--- config.mk ---
export PLATFORM = sky130hd
export DESIGN_NAME = kmsf_ctrl
export DESIGN_NICKNAME = d
export VERILOG_FILES = /design/src/hw/rtl/kmsf_pkg.sv /design/src/hw/rtl/kmsf_ctrl.sv
export SDC_FILE = /design/constraint.sdc
export NUM_CORES = 1
export LEC_CHECK = 0
export BUFFER_PORTS_ARGS = -buffer_cell sky130_fd_sc_hd__buf_2
export CORE_AREA = 3 3 59 48
export DETAILED_ROUTE_END_ITERATION = 7
export DIE_AREA = 0 0 62 51
export GPL_TIMING_DRIVEN = 0
export PLACE_DENSITY = 0.83
export SLEW_MARGIN = 40
export SYNTH_ARGS = -nofsm -noshare
export SYNTH_HDL_FRONTEND = slang
export SYNTH_SLANG_ARGS = --single-unit
--- constraint.sdc ---
create_clock -name clk -period 3.62 [get_ports clk]
set_input_delay 0.905 -clock clk [delete_from_list [all_inputs] [get_ports clk]]
set_output_delay 0.905 -clock clk [all_outputs]
set_load 0.005 [all_outputs]
--- src/hw/rtl/kmsf_pkg.sv ---
// ----------------------------------------------------------------------------
// kmsf_pkg
// Shared constants and controller/datapath signal groups for the
// minimum spanning forest builder.
// ----------------------------------------------------------------------------
package kmsf_pkg;

	localparam int MAX_VERTICES_DEF = 64;
	localparam int MAX_EDGES_DEF    = 256;
	localparam int WEIGHT_BITS_DEF  = 32;
	localparam int VW               = 6;   // vertex field width
	localparam int VCW              = 7;   // vertex count register width
	localparam int TOTAL_EXTRA      = 6;   // growth bits of the weight sum
	localparam logic [VCW-1:0] VCOUNT_RST = 7'd64;

	// edge memory read address source
	typedef enum logic [1:0] {
		EA_I    = 2'd0,
		EA_J    = 2'd1,
		EA_SORT = 2'd2
	} ea_sel_t;

	typedef struct packed {
		logic    add;        // store the input edge (or drop it)
		logic    start;      // begin a build
		logic    i_clr;
		logic    i_inc;
		logic    j_clr;
		logic    j_inc;
		ea_sel_t ea_sel;
		logic    wi_ld;      // capture pivot weight
		logic    rank_cmp;   // compare and count
		logic    so_wr;      // write sorted position
		logic    e_ld;       // capture current edge
		logic    v_ld_from;
		logic    v_ld_to;
		logic    v_ld_p;
		logic    ra_ld;
		logic    rb_ld;
		logic    par_wr;     // union and accumulate
		logic    pend_push;  // move held edge to output
		logic    pend_ld;    // hold current edge
		logic    fin_ld;     // load final word
	} cmd_t;

	typedef struct packed {
		logic cnt_zero;
		logic i_last;
		logic j_last;
		logic is_root;
		logic roots_eq;
		logic pend_v;
		logic out_free;
	} status_t;

endpackage

--- src/hw/rtl/kmsf_ctrl.sv ---
// ----------------------------------------------------------------------------
// kmsf_ctrl
// Sequencer: edge intake, rank sort, union-find walk and result release.
// ----------------------------------------------------------------------------
module kmsf_ctrl (
	input  logic              clk,
	input  logic              arst_n,
	input  logic              in_valid,
	input  logic              in_mode,
	output logic              in_ready,
	input  kmsf_pkg::status_t sts,
	output kmsf_pkg::cmd_t    cmd
);
	import kmsf_pkg::*;

	typedef enum logic [15:0] {
		S_IDLE   = 16'h0001,
		S_RI_RD  = 16'h0002,
		S_RI_CAP = 16'h0004,
		S_RJ_RD  = 16'h0008,
		S_RJ_CMP = 16'h0010,
		S_R_WR   = 16'h0020,
		S_U_RDS  = 16'h0040,
		S_U_RDE  = 16'h0080,
		S_U_CAP  = 16'h0100,
		S_FA_RD  = 16'h0200,
		S_FA_CK  = 16'h0400,
		S_FB_RD  = 16'h0800,
		S_FB_CK  = 16'h1000,
		S_U_DEC  = 16'h2000,
		S_U_PUSH = 16'h4000,
		S_FIN    = 16'h8000
	} state_t;

	state_t state_q, state_d;

	assign in_ready = (state_q == S_IDLE);

	// next state and commands
	always_comb begin
		state_d = state_q;
		cmd     = '0;
		cmd.ea_sel = EA_I;
		case (state_q)
			S_IDLE: begin
				if (in_valid) begin
					if (!in_mode) begin
						cmd.add = 1'b1;
					end else begin
						cmd.start = 1'b1;
						cmd.i_clr = 1'b1;
						state_d = sts.cnt_zero ? S_FIN : S_RI_RD;
					end
				end
			end
			S_RI_RD: begin
				cmd.ea_sel = EA_I;
				state_d = S_RI_CAP;
			end
			S_RI_CAP: begin
				cmd.wi_ld = 1'b1;
				cmd.j_clr = 1'b1;
				state_d = S_RJ_RD;
			end
			S_RJ_RD: begin
				cmd.ea_sel = EA_J;
				state_d = S_RJ_CMP;
			end
			S_RJ_CMP: begin
				cmd.rank_cmp = 1'b1;
				if (sts.j_last) begin
					state_d = S_R_WR;
				end else begin
					cmd.j_inc = 1'b1;
					state_d = S_RJ_RD;
				end
			end
			S_R_WR: begin
				cmd.so_wr = 1'b1;
				if (sts.i_last) begin
					cmd.i_clr = 1'b1;
					state_d = S_U_RDS;
				end else begin
					cmd.i_inc = 1'b1;
					state_d = S_RI_RD;
				end
			end
			S_U_RDS: begin
				state_d = S_U_RDE;
			end
			S_U_RDE: begin
				cmd.ea_sel = EA_SORT;
				state_d = S_U_CAP;
			end
			S_U_CAP: begin
				cmd.e_ld = 1'b1;
				cmd.v_ld_from = 1'b1;
				state_d = S_FA_RD;
			end
			S_FA_RD: begin
				state_d = S_FA_CK;
			end
			S_FA_CK: begin
				if (sts.is_root) begin
					cmd.ra_ld = 1'b1;
					cmd.v_ld_to = 1'b1;
					state_d = S_FB_RD;
				end else begin
					cmd.v_ld_p = 1'b1;
					state_d = S_FA_RD;
				end
			end
			S_FB_RD: begin
				state_d = S_FB_CK;
			end
			S_FB_CK: begin
				if (sts.is_root) begin
					cmd.rb_ld = 1'b1;
					state_d = S_U_DEC;
				end else begin
					cmd.v_ld_p = 1'b1;
					state_d = S_FB_RD;
				end
			end
			S_U_DEC: begin
				if (!sts.roots_eq) begin
					cmd.par_wr = 1'b1;
					state_d = S_U_PUSH;
				end else if (sts.i_last) begin
					state_d = S_FIN;
				end else begin
					cmd.i_inc = 1'b1;
					state_d = S_U_RDS;
				end
			end
			S_U_PUSH: begin
				if (!sts.pend_v || sts.out_free) begin
					cmd.pend_push = sts.pend_v;
					cmd.pend_ld = 1'b1;
					if (sts.i_last) begin
						state_d = S_FIN;
					end else begin
						cmd.i_inc = 1'b1;
						state_d = S_U_RDS;
					end
				end
			end
			S_FIN: begin
				if (sts.out_free) begin
					cmd.fin_ld = 1'b1;
					state_d = S_IDLE;
				end
			end
			default: begin
				state_d = S_IDLE;
			end
		endcase
	end

	// state register
	always_ff @(posedge clk or negedge arst_n) begin
		if (!arst_n) begin
			state_q <= S_IDLE;
		end else begin
			state_q <= state_d;
		end
	end

`ifndef NO_ASSERTIONS
	// a build only starts from idle
	a_start_idle: assert property (@(posedge clk) disable iff (!arst_n)
		cmd.start |-> $past(state_q) == state_q || state_q == S_IDLE)
		else $error("build started outside idle");
	// the final word is always followed by idle
	a_fin_idle: assert property (@(posedge clk) disable iff (!arst_n)
		cmd.fin_ld |=> state_q == S_IDLE)
		else $error("no return to idle after final word");
	// a held edge is never overwritten before it is pushed
	a_pend_safe: assert property (@(posedge clk) disable iff (!arst_n)
		(cmd.pend_ld && sts.pend_v) |-> cmd.pend_push)
		else $error("held edge lost");
`endif
endmodule

# ---- After elaboration in Yosys (flattened, before gate mapping)
# Cells that the tools add are included.
dict set report classes {
  n_eq_ne 20
  muxes 40
  reduce_logical 4
}
# cell n
set ops {}
lappend ops {{16-bit case mux with 16 select lines} 1}
lappend ops {{16-bit 2-to-1 mux} 7}
lappend ops {{1-bit 2-to-1 mux} 19}
lappend ops {{16-bit by 1-bit equality test with 1-bit output (second input constant)} 1}
lappend ops {{16-bit by 10-bit equality test with 1-bit output (second input constant)} 1}
lappend ops {{16-bit by 11-bit equality test with 1-bit output (second input constant)} 1}
lappend ops {{16-bit by 12-bit equality test with 1-bit output (second input constant)} 1}
lappend ops {{16-bit by 13-bit equality test with 1-bit output (second input constant)} 1}
lappend ops {{16-bit by 14-bit equality test with 1-bit output (second input constant)} 1}
lappend ops {{16-bit by 15-bit equality test with 1-bit output (second input constant)} 1}
lappend ops {{16-bit equality test (second input constant)} 1}
lappend ops {{16-bit by 2-bit equality test with 1-bit output (second input constant)} 1}
lappend ops {{16-bit by 3-bit equality test with 1-bit output (second input constant)} 1}
lappend ops {{16-bit by 4-bit equality test with 1-bit output (second input constant)} 1}
lappend ops {{16-bit by 5-bit equality test with 1-bit output (second input constant)} 1}
lappend ops {{16-bit by 6-bit equality test with 1-bit output (second input constant)} 1}
lappend ops {{16-bit by 7-bit equality test with 1-bit output (second input constant)} 1}
lappend ops {{16-bit by 8-bit equality test with 1-bit output (second input constant)} 1}
lappend ops {{16-bit by 9-bit equality test with 1-bit output (second input constant)} 1}
lappend ops {{14-bit 2-to-1 mux} 1}
lappend ops {{12-bit 2-to-1 mux} 1}
lappend ops {{2-bit 2-to-1 mux} 5}
lappend ops {{2-bit inequality test (second input constant)} 4}
lappend ops {{7-bit 2-to-1 mux} 1}
lappend ops {{other kinds (9)} 9}
dict set report totals {
  regBits 16
  inputBits 11
  out_inout_bits 22
  wordCells 65
}

# ---- Depth between registers and ports, before layout
# Gate-level depths: netlist of the first run.
dict set report depth {
  ltp_word 4
  mapped_depth 7
}

# ---- Least setup slack after synthesis of the first run
# No wires, ideal clock.
dict set report synth_timing {
  path_type {register to output}
  startpoint {reg state_q[13]}
  endpoint {out cmd[18] in the netlist's numbering}
  arrival_time_ns 2.039
  slack_ns 0.676
  stages_incl_launch_ff 7
  n_path_buf 1
  cell_sequence {dfrtp_1 buf_6 or4_4 or4_4 nor4b_4 nand2_2 o21ai_0}
}
# element line
set synth_lines {}
lappend synth_lines {{start: declaration} kmsf_ctrl.sv:35} ;# state_t state_q, state_d;
lappend synth_lines {{start signal: assignment} kmsf_ctrl.sv:165} ;# state_q <= state_d;
lappend synth_lines {{end: declaration} kmsf_ctrl.sv:12} ;# output kmsf_pkg::cmd_t cmd

==> flow_summary.ini, run 1 <==
[critical_path]
crit_chain = or4_4 > or4_4 > nor4b_4 > nand2_2 > o21ai_0 > buf_2
cp_top_family = simple AND/OR/NAND/NOR gates
crit_cells = 6
start_kind = register
critPathMostFrequentCell = or4_4
crit_buf_inv = 1
max_stage_delay_ns = 0.58
crit_required_ns = 2.71
crit_slowest_cell = or4_4
worstSetupEndpointType = primary output
r2r_start = state_q[8]$_DFFE_PN0P_
worstSetupPathType = reg2out
worstPathArrival_ns = 2.61
worst-path-max-fanout = 6
timing.rr.end = state_q[15]$_DFFE_PN0P_
regToRegSetupSlack_ns = 1.26
r2r_cells = 6
critPathLaunch = state_q[1]$_DFFE_PN0P_

[synthesis]
synth_seq_cells = 16
synthSimpleGateAreaFrac = 0.455
syn_inst = 128
synth_area_mm2 = 0.00115
synth_edf_count = 0
async_flop_share = 1.00
synth_compound_area_frac = 0.0943
synth_top_family_by_area = simple AND/OR/NAND/NOR gates
synthAdderAreaFrac = 0
syn_area_per_cell_um2 = 9.02
seq_area_frac_synth = 0.348
synth_fp_nets = 139
synth_ff_type = dfrtp_1
yosysWarnings = 0
synth_mux_area_frac = 0.00867
yosys.area_share.xor_xnor = 0.0455
synth_cell_types = 45

[die]
die-height_um = 51
ios = 33
core_area_mm2 = 0.00227
initial_core_util = 0.509
row_count = 15
die_width_um = 62
die_area_mm2 = 0.00316

[final_layout]
nets = 176
layout-drive-gt1-share = 0.360
layout_commonest_cell = buf_2
largest_reg_flops = 16
largestRegisters = state_q x16
fill_cells = 209
num_antenna_cells = 0
final_cell_mix = buf_2 (32), nor2_1 (15), dfrtp_1 (13)
final_util = 0.622
final_area_mm2 = 0.00141
synthToLayoutAreaGrowth_pct = 22.3
top_register = state_q

[clock_tree]
max-clock-path-buffers = 2
path_clk_slew_ns = 0.10
h-tree-depth = 1
cts_tree = done
clk_latency_ns = 0.29
cts_made_buffers = 3
clkSinkCount = 16
cts_root_buf = clkbuf_4

[power]
power.switching_mw = 0.248
seqPwrFrac = 0.359
ir_drop_mv = 0.370
power_density_mw_per_mm2 = 454
clock_power_share = 0.186
combPwrFrac = 0.456
power_mw = 0.641
switching_share = 0.387
p_int_mw = 0.393
leakage_nw = 0.723

[timing]
setup_tns_ns = 0
hold_ws_ns = 0.499
setup_viol = 0
drv_slew = 0
finalCritPeriodShare = 0.970
period_needed_ns = 3.51
skew_ns = 0.0115
maxSlewHeadroom = 0.680
fmax_mhz = 285
tightest_slew_ns = 0.468
rsz0062_at_grt = no
hold_violations = 0

[placement]
gp_congestion = 0.796
numPortBuffers = 32
dp_hpwl_mm = 2.05
dpl_cell_area_mm2 = 0.00136

[global_route]
grt_max_degree = 17
grt_antenna_before_repair = 0
grt_first_pass_wirelength_mm = 4.48
grtUsageTotal = 0.186
grt_pass1_vias = 1014
grt_overflow = 0

[routing]
via_per_inst = 5.56
drt_iter0_markers = 31
vias = 1100
route.detailed.wl_per_inst_um = 13.5
ant_nets = 0
finalWirelength_mm = 2.67
dr.pass1.iters = 4
drc = 0

[run]
maxCapViolCount = 0

[run_status]
status = finished, final reports clean

[min_path]
hp-class = in2async
synth_stat cells, types with 2 or more instances:
master	instances	area, µm²
o21ai_0	3	15.0
and2_1	3	18.8
nor2_1	15	56.3
and4b_1	4	40.0
nand3_1	3	15.0
buf_4	3	22.5
nor3_1	6	30.0
nand2_1	6	22.5
nor4b_1	2	17.5
xnor2_1	2	17.5
or4_1	3	22.5
nand4_1	2	12.5
nor3b_1	9	67.6
clkbuf_1	2	7.51
or4_4	3	33.8
or2_2	3	18.8
a21oi_1	4	20.0
xor2_1	4	35.0
dfrtp_1	15	375
and3_1	3	18.8
inv_1	3	11.3
nor2b_1	7	43.8
what timing repair did:
action                                  4_1_cts  5_1_grt
buffers inserted                              0        1
hold buffers                                  0        0
endpoints found under the setup margin        0        3
endpoints found under the hold margin         0        0
resized for setup                             0        4
through the flow:
step,setup WS [ns],instances
2_1_floorplan,0.676,128
3_3_place_gp,0.447,194
3_5_place_dp,0.432,194
4_1_cts,0.102,198
5_1_grt,0.00767,198
6_report,0.108,198
worst max path at each step:
stage / endpoint / slack, ns
after CTS: cmd[18] / 0.10
after global routing: cmd[18] / 0.008
after global placement: cmd[17] / 0.45
after detailed placement: cmd[18] / 0.43
final: cmd[18] / 0.11
after floorplan: cmd[18] / 0.68
power by group through the flow:
stage | logic [mW] | clock network, mW | registers (mW)
after CTS | 0.293 | 0.123 | 0.223
final | 0.292 | 0.119 | 0.230
after detailed placement | 0.290 | 0 | 0.227
after global routing | 0.320 | 0.132 | 0.235
after floorplan | 0.220 | 0 | 0.221
after global placement | 0.281 | 0 | 0.225
cell families (layout without fill, tap and decap cells):
group                     after synthesis  count (layout)
xor gates and xnor gates                6               6
buffers and inverters                  10              46
DFF                                    16              16
and+or+nand+nor                        79              79
AOI/OAI and AO/OA                      16              16
muxes                                   1               1
metal layers:
metal	up-vias	track usage	routed length (µm)
met5	-	0	0
met4	0	0.0636	25
met3	2	0.0404	154
met2	34	0.290	1230
met1	516	0.250	1260
li1	548	-	-
worst reg2reg max path, cell delays in order (launching register included):
cell and delay, ns:
dfrtp_1 0.47, or4_1 0.71, or4_1 0.64, inv_2 0.11
nand2_1 0.08, nand2_1 0.12, o22ai_1 0.10
cell type report:
type	count	area, µm²	area share
plain buffers	5	37.5	0.0266
clock buffers	4	36.3	0.0257
inverters	4	15.0	0.0106
multi-input cells	102	709	0.502
flip-flops and latches	16	404	0.286
well taps	34	42.5	0.0301
repair buffers	33	168	0.119
(Power assumes the default switching activity.)
==> inputs of run 2 (changes only) <==
- ABC_AREA: unset -> 1
- CORE_AREA: 3 3 59 48 -> 3 3 61 49
- DIE_AREA: 0 0 62 51 -> 0 0 64 52
- PLACE_DENSITY: 0.83 -> 0.82
==> flow_summary.ini, run 2 <==
[clock_tree]
path_clk_slew_ns = 0.10
max-clock-path-buffers = 2
cts_root_buf = clkbuf_4
post_cts_buffers = 0
ctsHoldBuffers = 0
cts_tree = done
cts_made_buffers = 3
post_cts_resized = 0
clkSinkCount = 16
h-tree-depth = 1
clk_latency_ns = 0.29

[final_layout]
layout-drive-gt1-share = 0.329
largestRegisters = state_q x16
nets = 225
top_register = state_q
num_antenna_cells = 0
final_cell_mix = nand2_1 (32), buf_2 (32), nor2_1 (31)
synthToLayoutAreaGrowth_pct = 18.9
largest_reg_flops = 16

[routing]
route.detailed.wl_per_inst_um = 9.92
ant_nets = 0
dr.pass1.iters = 4
via_per_inst = 4.61
finalWirelength_mm = 2.47
vias = 1147
drc = 0
drt_iter0_markers = 43

[synthesis]
synth_seq_cells = 16
post-synth-top-count-cell = nand2_1
synth_area_mm2 = 0.00123
yosysWarnings = 0
syn_inst = 177
synth_fp_nets = 188
synth_ff_type = dfrtp_1
seq_area_frac_synth = 0.327
syn_area_per_cell_um2 = 6.93
synth_top_cells_by_count = nand2_1 (32), nor2_1 (31), inv_1 (27), dfrtp_1 (15), nand3_1 (13)
synth_top_area_frac = 0.306
synth_area_leader_cell = dfrtp_1
synth_cell_types = 25
async_flop_share = 1.00
synth_edf_count = 0
ys_top_cells_by_area = dfrtp_1 (31%), nand2_1 (9.8%), nor2_1 (9.5%)

[timing]
maxSlewHeadroom = 0.751
hold_violations = 0
fmax_mhz = 381
skew_ns = 0.00757
hold_ws_ns = 0.516
drv_slew = 0
fin_ws_ns = 0.999
tightest_slew_ns = 0.374
finalCritPeriodShare = 0.724
setup_tns_ns = 0
setup_viol = 0
period_needed_ns = 2.62
rsz0062_at_grt = no

[critical_path]
timing.rr.end = state_q[0]$_DFFE_PN1P_
worstPathArrival_ns = 1.72
crit_required_ns = 2.71
r2r_start = state_q[0]$_DFFE_PN1P_
regToRegSetupSlack_ns = 2.12
worst-path-max-fanout = 10
start_kind = register
r2r_cells = 11
worstSetupEndpointType = primary output
worstSetupPathType = reg2out
critPathLaunch = state_q[2]$_DFFE_PN0P_

[power]
leakage_nw = 0.861
power_mw = 0.662
power_density_mw_per_mm2 = 453
ir_drop_mv = 0.382

[die]
row_count = 16
ios = 33
die_width_um = 64
die_area_mm2 = 0.00333
core_area_mm2 = 0.00250
initial_core_util = 0.490
die-height_um = 52

[run_status]
status = finished, final reports clean

[global_route]
grt_antenna_before_repair = 0
grt_pass1_vias = 1008
grtUsageTotal = 0.164
grt_first_pass_wirelength_mm = 4.31
grt_overflow = 0
grt_max_degree = 17

[min_path]
hp-class = in2async

[run]
maxCapViolCount = 0

[placement]
gp_congestion = 0.746
place_ws_ns = 1.12
dp_hpwl_mm = 1.97
numPortBuffers = 32
-- run 2: cell types whose count changed in the layout (fill, tap and decap cells not counted), moves of 6 or more --
cell     change
nand2_1     +26
inv_1       +24
nor2_1      +16
nand3_1     +10
nor3b_1      -9
nor2_2       +7
nor2b_1      -7
nor2_4       +6
o21ai_1      +6
-- run 2: final cells by class --
| cell class | instances | area (µm²) |
|---|---|---|
| Multi-Input combinational cell | 125 | 672 |
| Inverter | 32 | 120 |
| Sequential cell | 16 | 402 |
| Fill cell | 242 | 1040 |
| Tap cell | 36 | 45.0 |
| Buffer | 4 | 33.8 |
| Timing Repair Buffer | 32 | 160 |
| Clock buffer | 4 | 26.3 |
-- run 2: kinds of logic (layout without fill, tap and decap cells) --
family | after synthesis | in the layout | synth area share
buf+inv | 36 | 72 | 0.125
simple gates | 109 | 109 | 0.472
compound gates | 16 | 16 | 0.0754
flops | 16 | 16 | 0.327
-- run 2: critical path, cell delays in order (launching register included) --
cell and delay (ns):
dfrtp_1 0.39, nor2_2 0.18, nand2_2 0.14, nor2_4 0.13
buf_6 0.16, nand3_4 0.08, a21oi_2 0.14, nand2_1 0.06
nand2_1 0.05, buf_2 0.10
-- run 2: worst max-delay path by stage --
stage	end
after floorplan	cmd[0]
after global placement	cmd[0]
after detailed placement	cmd[0]
after CTS	cmd[17]
after global routing	cmd[17]
final	cmd[17]
-- run 2: through the flow --
stage / cell area [µm²] / std cells / utilization
2_1_floorplan: 1230 / 177 / -
3_3_place_gp: 1430 / 245 / 0.573
3_5_place_dp: 1430 / 245 / 0.573
4_1_cts: 1460 / 249 / 0.583
5_1_grt: 1460 / 249 / 0.583
6_report: 1460 / 249 / 0.583
-- run 2: power breakdown --
group | leakage, nW | internal (mW) | switching [mW]
clock network | 0.0150 | 0.0428 | 0.0574
logic | 0.627 | 0.122 | 0.220
registers | 0.219 | 0.202 | 0.0172
total | 0.861 | 0.367 | 0.295
-- run 2: per-layer routing --
| layer | track usage | wire length [µm] | up-vias |
|---|---|---|---|
| li1 | - | - | 623 |
| met1 | 0.227 | 1200 | 481 |
| met2 | 0.268 | 1090 | 38 |
| met3 | 0.0130 | 140 | 5 |
| met4 | 0.0645 | 42 | 0 |
| met5 | 0 | 0 | - |
==> inputs of run 3 (changes only) <==
- clock period: 3.62 -> 2.45 ns (I/O delays scaled with it)
==> flow_summary.ini, run 3 (synthesis results as in run 2) <==
[global_route]
grt_pass1_vias = 1008
grt_overflow = 0
grtUsageTotal = 0.164
grt_first_pass_wirelength_mm = 4.31
grt_antenna_before_repair = 0
grt_max_degree = 17

[critical_path]
worstSetupEndpointType = primary output
worst-path-max-fanout = 10
start_kind = register
worstSetupPathType = reg2out
crit_required_ns = 1.84
worstPathArrival_ns = 1.71

[timing]
finalCritPeriodShare = 0.946
period_needed_ns = 2.32
tightest_slew_ns = 0.374
rsz0062_at_grt = no
fin_ws_ns = 0.132
maxSlewHeadroom = 0.751
setup_viol = 0
skew_ns = 0.00438
drv_slew = 0
hold_ws_ns = 0.224
fmax_mhz = 431
hold_violations = 0
setup_tns_ns = 0

[placement]
dp_hpwl_mm = 1.97
place_ws_ns = 0.446
gp_congestion = 0.746
numPortBuffers = 32
dpl_cell_area_mm2 = 0.00143

[final_layout]
final_cell_mix = nand2_1 (32), buf_2 (32), nor2_1 (31)
top_register = state_q
fill_cells = 240
layout-drive-gt1-share = 0.329
final_area_mm2 = 0.00147
num_antenna_cells = 0
nets = 225
largest_reg_flops = 16
synthToLayoutAreaGrowth_pct = 20.1
largestRegisters = state_q x16

[die]
initial_core_util = 0.490
die_area_mm2 = 0.00333
ios = 33
core_area_mm2 = 0.00250
row_count = 16
die-height_um = 52
die_width_um = 64

[routing]
drt_iter0_markers = 41
finalWirelength_mm = 2.49
via_per_inst = 4.62
vias = 1151
drc = 0
ant_nets = 0
dr.pass1.iters = 4
route.detailed.wl_per_inst_um = 10.0

[min_path]
hp-class = in2async

[power]
leakage_nw = 0.865
power_density_mw_per_mm2 = 672
ir_drop_mv = 0.570

[run]
maxCapViolCount = 0

[clock_tree]
cts_root_buf = clkbuf_4
clk_latency_ns = 0.29
path_clk_slew_ns = 0.10
ctsHoldBuffers = 0
h-tree-depth = 1
max-clock-path-buffers = 2
clkSinkCount = 16
cts_made_buffers = 3
cts_tree = done

[run_status]
status = finished, final reports clean
run 3: cell counts in the layout (fill, tap and decap cells not counted):
Identical to the previous run, type by type.
run 3: final timing paths:
kind	depth (start not counted)	startpoint	slack, ns	to
max in group asynchronous	1	arst_n	1.92	state_q[0]$_DFFE_PN1P_
hold reg to reg	3	state_q[2]$_DFFE_PN0P_	0.63	state_q[7]$_DFFE_PN0P_
min in group clk	2	sts[2]	0.54	state_q[14]$_DFFE_PN0P_
setup reg to reg	11	state_q[0]$_DFFE_PN1P_	1.00	state_q[0]$_DFFE_PN1P_
hold / removal	1	arst_n	0.22	state_q[12]$_DFFE_PN0P_
setup / recovery	9	state_q[2]$_DFFE_PN0P_	0.13	cmd[17]
run 3: routing by layer:
layer	routed length, µm	part of all wire	vias to the layer above	track usage
met5	0	0	-	0
met2	1110	0.45	33	0.268
met4	42	0.017	0	0.0645
met3	123	0.049	5	0.0130
met1	1210	0.49	489	0.227
li1	-	-	624	-
run 3: what timing repair did:
action,4_1_cts,5_1_grt
gates resized for setup,0,3
endpoints found under the setup margin,0,1
buffers inserted,0,0
run 3: cell type report:
type	instances	area, µm²	share of cell area
Timing Repair Buffer	32	160	0.109
Inverter	32	120	0.0815
Buffer	4	33.8	0.0229
Sequential cell	16	402	0.272
Clock buffer	4	26.3	0.0178
Multi-Input combinational cell	125	687	0.466
Tap cell	36	45.0	0.0306
run 3: per-stage QoR:
step | total power [mW] | std cells | utilization
2_1_floorplan | 0.722 | 177 | -
3_3_place_gp | 0.826 | 245 | 0.573
3_5_place_dp | 0.831 | 245 | 0.573
4_1_cts | 0.985 | 249 | 0.583
5_1_grt | 1.07 | 249 | 0.589
6_report | 0.990 | 249 | 0.589
run 3: worst max-delay path, stage by stage, from the launching register on:
cell and delay, ns:
dfrtp_1 0.40, nor2_2 0.21, nand2_4 0.11, nor2_4 0.12, buf_6 0.16, nand3_4 0.08
a21oi_2 0.14, nand2_1 0.06, nand2_1 0.05, buf_2 0.10
run 3: power by group:
| part | switching, mW | leakage, nW | internal (mW) |
|---|---|---|---|
| Sequential | 0.0253 | 0.219 | 0.299 |
| Combinational | 0.332 | 0.631 | 0.185 |
| Clock | 0.0863 | 0.0150 | 0.0633 |
| Total | 0.443 | 0.865 | 0.547 |
